===== config.mk =====
export PLATFORM = sky130hd
export DESIGN_NAME = kspn_lane
export DESIGN_NICKNAME = d
export VERILOG_FILES = /design/src/hw/rtl/kspn_pkg.sv /design/src/hw/rtl/kspn_lane.sv
export SDC_FILE = /design/constraint.sdc
export NUM_CORES = 2
export LEC_CHECK = 0
export BUFFER_PORTS_ARGS = -buffer_cell sky130_fd_sc_hd__buf_2
export CORE_ASPECT_RATIO = 0.6
export CORE_MARGIN = 3
export CORE_UTILIZATION = 30
export DETAILED_ROUTE_END_ITERATION = 12
export PLACE_DENSITY_LB_ADDON = 0.1
export RECOVER_POWER = 25
export SYNTH_ARGS = -nofsm -noshare
export SYNTH_HDL_FRONTEND = slang
export SYNTH_MEMORY_MAX_BITS = 65536
export SYNTH_SLANG_ARGS = --single-unit

===== constraint.sdc =====
create_clock -name clk -period 2.2 [get_ports clk]
set_clock_uncertainty 0.15 [all_clocks]
set_input_delay 0.22 -clock clk [delete_from_list [all_inputs] [get_ports clk]]
set_output_delay 0.22 -clock clk [all_outputs]
set_load 0.02 [all_outputs]

===== src/hw/rtl/kspn_pkg.sv =====
// Shared types, codes, constants and helper functions of the keyed SPN block cipher.
package kspn_pkg;

	localparam int ROUNDS    = 16;
	localparam int NUM_BYTES = 16;
	localparam int NUM_NYB   = 32;

	// Configuration register indexes and reset values
	localparam logic       REG_PERMUTE_PERIOD   = 1'b0;
	localparam logic [4:0] PERMUTE_PERIOD_RESET = 5'd2;

	// Operation codes of an input transaction
	typedef enum logic [2:0] {
		OP_LOAD_SUB  = 3'd0,
		OP_LOAD_PERM = 3'd1,
		OP_LOAD_KEY  = 3'd2,
		OP_ENCRYPT   = 3'd3,
		OP_DECRYPT   = 3'd4
	} op_t;

	// Byte 0 is the most significant byte; nybble 2k is the high nybble of byte k
	typedef logic [0:NUM_BYTES-1][7:0] blk_t;
	typedef logic [0:NUM_NYB-1][3:0]   nyb_t;

	// Table write controls fanned out to every lane
	typedef struct packed {
		logic       sbox_we;
		logic       key_we;
		logic [7:0] index;
		logic [7:0] value;
	} lane_wr_t;

	// Round controls for the merging stage
	typedef struct packed {
		logic dir;
		logic permute;
		logic slide;
	} mix_ctl_t;

	// Build, per period, the mask of rounds that take the nybble permutation
	function automatic logic [31:0][15:0] build_masks();
		logic [31:0][15:0] m;
		int r;
		m = '0;
		for (int p = 1; p < 32; p++) begin
			for (int k = 1; k < ROUNDS; k++) begin
				r = p * k;
				if (r < ROUNDS && (r % 4) != 0) begin
					m[p][r] = 1'b1;
				end
			end
		end
		return m;
	endfunction

	localparam logic [31:0][15:0] PERM_MASKS = build_masks();

	// Forward chained XOR slide: running XOR, then byte 0 takes the XOR of all other bytes
	function automatic blk_t slide_fwd(blk_t b);
		blk_t c;
		logic [7:0] acc;
		for (int k = 0; k < NUM_BYTES; k++) begin
			acc = '0;
			for (int i = 0; i < NUM_BYTES; i++) begin
				if ((k == 0 && i != 0) || (k != 0 && i <= k)) begin
					acc = acc ^ b[i];
				end
			end
			c[k] = acc;
		end
		return c;
	endfunction

	// Backward chained XOR slide
	function automatic blk_t slide_bwd(blk_t b);
		blk_t c;
		c[0] = b[0] ^ b[NUM_BYTES-1];
		c[1] = b[1] ^ b[0] ^ b[NUM_BYTES-1];
		for (int i = 2; i < NUM_BYTES; i++) begin
			c[i] = b[i] ^ b[i-1];
		end
		return c;
	endfunction

endpackage


===== src/hw/rtl/kspn_lane.sv =====
// One byte lane: forward and inverse substitution memories and one column of round keys.
module kspn_lane (
	input  logic              clk,
	input  logic              arst_n,
	input  kspn_pkg::lane_wr_t wr,
	input  logic              rd_en,
	input  logic              rd_dir,
	input  logic [7:0]        rd_addr,
	input  logic [3:0]        key_row,
	output logic [7:0]        sub_byte,
	output logic [7:0]        key_byte
);

	logic [7:0] fwd_mem [256];
	logic [7:0] inv_mem [256];
	logic [7:0] key_q   [16];
	logic [7:0] fwd_q;
	logic [7:0] inv_q;
	logic       sel_q;

	// Write both tables on a substitution load, read one of them per round
	always_ff @(posedge clk) begin
		if (wr.sbox_we) begin
			fwd_mem[wr.index] <= wr.value;
			inv_mem[wr.value] <= wr.index;
		end
		if (rd_en && !rd_dir) begin
			fwd_q <= fwd_mem[rd_addr];
		end
		if (rd_en && rd_dir) begin
			inv_q <= inv_mem[rd_addr];
		end
	end

	// Hold the direction of the last read to steer the result
	always_ff @(posedge clk or negedge arst_n) begin
		if (!arst_n) begin
			sel_q <= 1'b0;
		end else if (rd_en) begin
			sel_q <= rd_dir;
		end
	end

	// Store key bytes for this lane, one per round
	always_ff @(posedge clk) begin
		if (wr.key_we) begin
			key_q[wr.index[7:4]] <= wr.value;
		end
	end

	assign sub_byte = sel_q ? inv_q : fwd_q;
	assign key_byte = key_q[key_row];

endmodule


After elaboration in Yosys (flattened, before gate mapping)
Memories as Yosys holds them, arrays and structs flattened. A register that Yosys moved wholly into a read port is not among the register bits.
Index checks and enable logic that the tools add are counted.

word-level totals
  bits in registers = 1
  bits in read-only memories = 0
  bits in latches = 0
  RAM bits = 4,224
  memories = 3
  input port bits = 34

memories
  memory   words  width  rd ports  clocked after memory_dff  wr ports  line             text
  fwd_mem  256    8      1         1                         1         kspn_lane.sv:14  logic [7:0] fwd_mem [256];
  inv_mem  256    8      1         1                         1         kspn_lane.sv:15  logic [7:0] inv_mem [256];
  key_q    16     8      1         0                         1         kspn_lane.sv:16  logic [7:0] key_q [16];

operators by class
  bitwise gates (word level) = 0
  muxes and demuxes = 5
  $add $sub $neg = 0
  multipliers = 0
  magnitude comparators = 0
  shifts and indexed selects = 0
  equality and inequality tests = 0
  div/mod/pow operators = 0
  reduce and logical (&&, ||, !) cells = 3

operators with widths
  operator           number
  8-bit 2-to-1 mux   1
  1-bit 2-to-1 mux   4
  1-bit logical AND  2
  1-bit zero test    1

Depth between registers and ports, before layout
  depth after elaboration = 2
  depth in mapped cells = 12

Least setup slack after synthesis
Ideal clock, no wire load.

  path kind = input -> register
  start = in rd_addr[0]
  end = reg inv_q[6], read port of inv_mem (data pin)
  stages = 9
  path slack = -462 ps
  arrival = 2,247 ps
  required time = 1,785 ps
  setup time = 265 ps
  cell sequence = buf_6 buf_2 buf_2 mux4_2 mux2_2 a21oi_1 o21ai_0 o32ai_1 nor4_2

RTL lines
  element          line             text
  start, declared  kspn_lane.sv:8   input logic [7:0] rd_addr,
  end, declared    kspn_lane.sv:18  logic [7:0] inv_q;

Final worst setup path
  start = in wr[15] (netlist name)
  end = mem fwd_mem[185][1], enable pin

RTL lines
  element          line             text
  start, declared  kspn_lane.sv:5   input kspn_pkg::lane_wr_t wr,
  end, declared    kspn_lane.sv:14

Straight into the memory's write port.

==> out/results.ini <==
[routing]
vias = 86700
drt-wirelength-per-cell_um = 30.5
avgViaCountPerCell = 5.04
first_pass_iters = 5
route.detailed.drc = 0
ant_nets = 0
drtIter0Drc = 9335
routed_wl_mm = 526

[die]
die_w_um = 963
io_pins = 50
fp-row-count = 210
core_sq_mm = 0.546
die_area_sq_mm = 0.558
start_util = 0.302
die_h_um = 580

[timing]
min_period_over_period = 1.44
max_freq_ghz = 0.315
finalHoldViolCount = 0
rsz0062_at_grt = true
tightest_slew_ns = 1.84
report.final.slew_viol_count = 157
relSlewSlack = -0.225
setup_slack_ns = -0.971
setup_viol_count_final = 7009
finalCriticalPeriod_ns = 3.17

[synth]
netlist_instances = 7891
synth_area_per_cell_sq_um = 20.9
netlist_area_sq_mm = 0.165
synth_edf_count = 4240
ys_warn_count = 0
synth_cell_type_count = 47
ys_seq_area_frac = 0.773
synthArstFlopShare = 0.000236
synth-seq-cells = 4241
syn_nets = 7925
ys.flop_type = edfxtp_1

[grt]
grt_pass1_vias = 86600
grt_max_degree = 153
overflow = 0
antenna_found_initial = 62
grt_pass1_wl_mm = 724
globalRouteTotalUtil = 0.183

[hold_path]
hp-class = input pin to flop
min_path_cells = 7
hold_start = wr[17]
holdPathEnd = inv_mem[105][5]$_DFFE_PP_

[clocking]
clkTransAtPathRegs_ns = 0.06
clk_latency_ns = 1.01
htree_levels = 5
clockRootBuffer = clkbuf_16
cts_sinks = 4241
tritoncts = built
cts_buffers = 409
clockBufferDepth = 4

[setup_path]
crit_type = input pin to flop
worstRegToRegCells = 6
rrSetupSlack_ns = -0.62
crit_required_ns = 2.73
endpoint_kind = flop
r2r_start = inv_mem[187][5]$_DFFE_PP_
r2r-end = inv_q[5]$_DFFE_PP_
critPathMaxFanout = 17
cp-start-kind = input pin
crit_arrival_ns = 3.70

[finish]
final_cell_mix = edfxtp_1 (4240), buf_4 (1363), mux4_2 (808)
area_delta_synth_final_pct = 22.4
drive_above_1_share = 0.332
nets = 9578
fin_util = 0.369
layout_commonest_cell = edfxtp_1

[power_and_ir_drop]
total_power_uw = 172000
p_switching_uw = 38400
power_frac_clock = 0.417
powerDensity_mw_per_mm2 = 855
p_sw_frac = 0.223
seq_power_share = 0.517
intPower_uw = 134000
p_leak_uw = 0.0660
ir_drop_uv = 613
pwr-share-comb = 0.065

[placed_design]
gp_congestion = 0.807
portBuffers = 49
dpl.hpwl_mm = 356

[outcome]
status = finished with violations
violations = max-capacitance violations, max-slew violations, negative setup slack

[run]
maxCapViolations = 4

==> per-stage QoR <==
stage / hold slack [ns] / setup TNS (ns) / area (sq um) / worst slack [ns] / instances
finish: 0.200 / -2970.65 / 202000 / -0.971 / 17200
detailed placement: -0.150 / -492.81 / 187000 / -1.85 / 16400
floorplan: -0.226 / -3.61 / 165000 / -0.282 / 7891
global route: 0.161 / -3046.44 / 202000 / -0.990 / 17200
CTS: 0.00965 / -72.23 / 202000 / -0.998 / 17200
global placement: -0.149 / -504.30 / 187000 / -2.10 / 16400
==> cell usage after synthesis (all sizes together) (15+ instances only) <==
master / number / area (sq um)
edfxtp: 4240 / 127000
clkbuf: 277 / 1040
nand3: 26 / 130
buf: 215 / 1740
nor2: 588 / 2210
mux2: 56 / 631
nand2: 63 / 236
a221oi: 16 / 140
nor4: 18 / 131
a22o: 31 / 272
nor3: 42 / 210
o31ai: 16 / 120
o311ai: 16 / 140
a21oi: 175 / 876
o32ai: 15 / 146
o221ai: 318 / 2790
mux2i: 652 / 6530
nor2b: 15 / 93.8
o22ai: 165 / 1030
o21ai: 98 / 490
mux4: 808 / 18200
==> power by group through the flow <==
| stage | logic [uW] | registers (uW) | clock network, uW |
|---|---|---|---|
| after CTS | 11500 | 89200 | 73900 |
| after floorplan | 4640 | 90900 | 0 |
| final | 11300 | 89200 | 72000 |
| after detailed placement | 11100 | 90900 | 0 |
| after global placement | 11100 | 90900 | 0 |
| after global routing | 12000 | 89200 | 77200 |
==> flip-flops by register name, indices dropped and copies added, names as in the netlist <==
| register | count |
|---|---|
| inv_q | 8 |
| sel_q | 1 |
| key_q | 128 |
| inv_mem | 2048 |
| fwd_q | 8 |
| fwd_mem | 2048 |
==> area by class of cell <==
cell class	count	area (sq um)
fill	49900	345000
sequential	4241	127000
multi-input combinational	3153	35600
timing repair buffer	1734	16200
clock buffer	494	10700
tap	7314	9150
clock inverter	258	2710
antenna	16	40.0
inverter	5	31.3
==> worst max-delay path: stages <==
cell and delay [ns]:
dlygate4sd3_1 0.56, clkbuf_1 1.29, clkbuf_1 0.29, nor2b_1 0.33, nand3_1 0.18, buf_12 0.19
nor2_1 0.22, buf_4 0.24
==> how the worst max path moves through the flow <==
stage / startpoint / endpoint / slack [ns]
after floorplan: rd_addr[0] / inv_q[6]$_DFFE_PP_ / -0.28
after global placement: rd_addr[0] / fwd_q[1]$_DFFE_PP_ / -2.10
after detailed placement: rd_addr[0] / fwd_q[7]$_DFFE_PP_ / -1.85
after CTS: key_q[15][3]$_DFFE_PP_ / key_byte[3] / -1.0
after global routing: key_q[15][3]$_DFFE_PP_ / key_byte[3] / -0.99
final: wr[15] / fwd_mem[185][1]$_DFFE_PP_ / -0.97
==> layer usage <==
metal,up-vias,share of wire,GRT usage
met5,-,0,0
met2,2732,0.41,0.250
met4,0,0.014,0.0258
met3,479,0.069,0.0348
li1,36500,-,-
met1,47000,0.51,0.304
==> kinds of logic (layout without fill, tap and decap cells) <==
| family | after synthesis | in the layout | share of synthesized area |
|---|---|---|---|
| buf+inv | 497 | 2491 | 0.0170 |
| simple gates | 778 | 778 | 0.0193 |
| other cells | 0 | 16 | 0 |
| mux | 1516 | 1516 | 0.154 |
| compound gates | 859 | 859 | 0.0369 |
| flops | 4241 | 4241 | 0.773 |
==> repair_timing <==
item	4_1_cts	5_1_grt
pin swaps	24	16
resized for setup	150	47
setup buffers	2	0
endpoints found under the setup margin	32	706
hold endpoints to repair	3572	0
hold buffers	25	0
(Power assumes the default switching activity.)
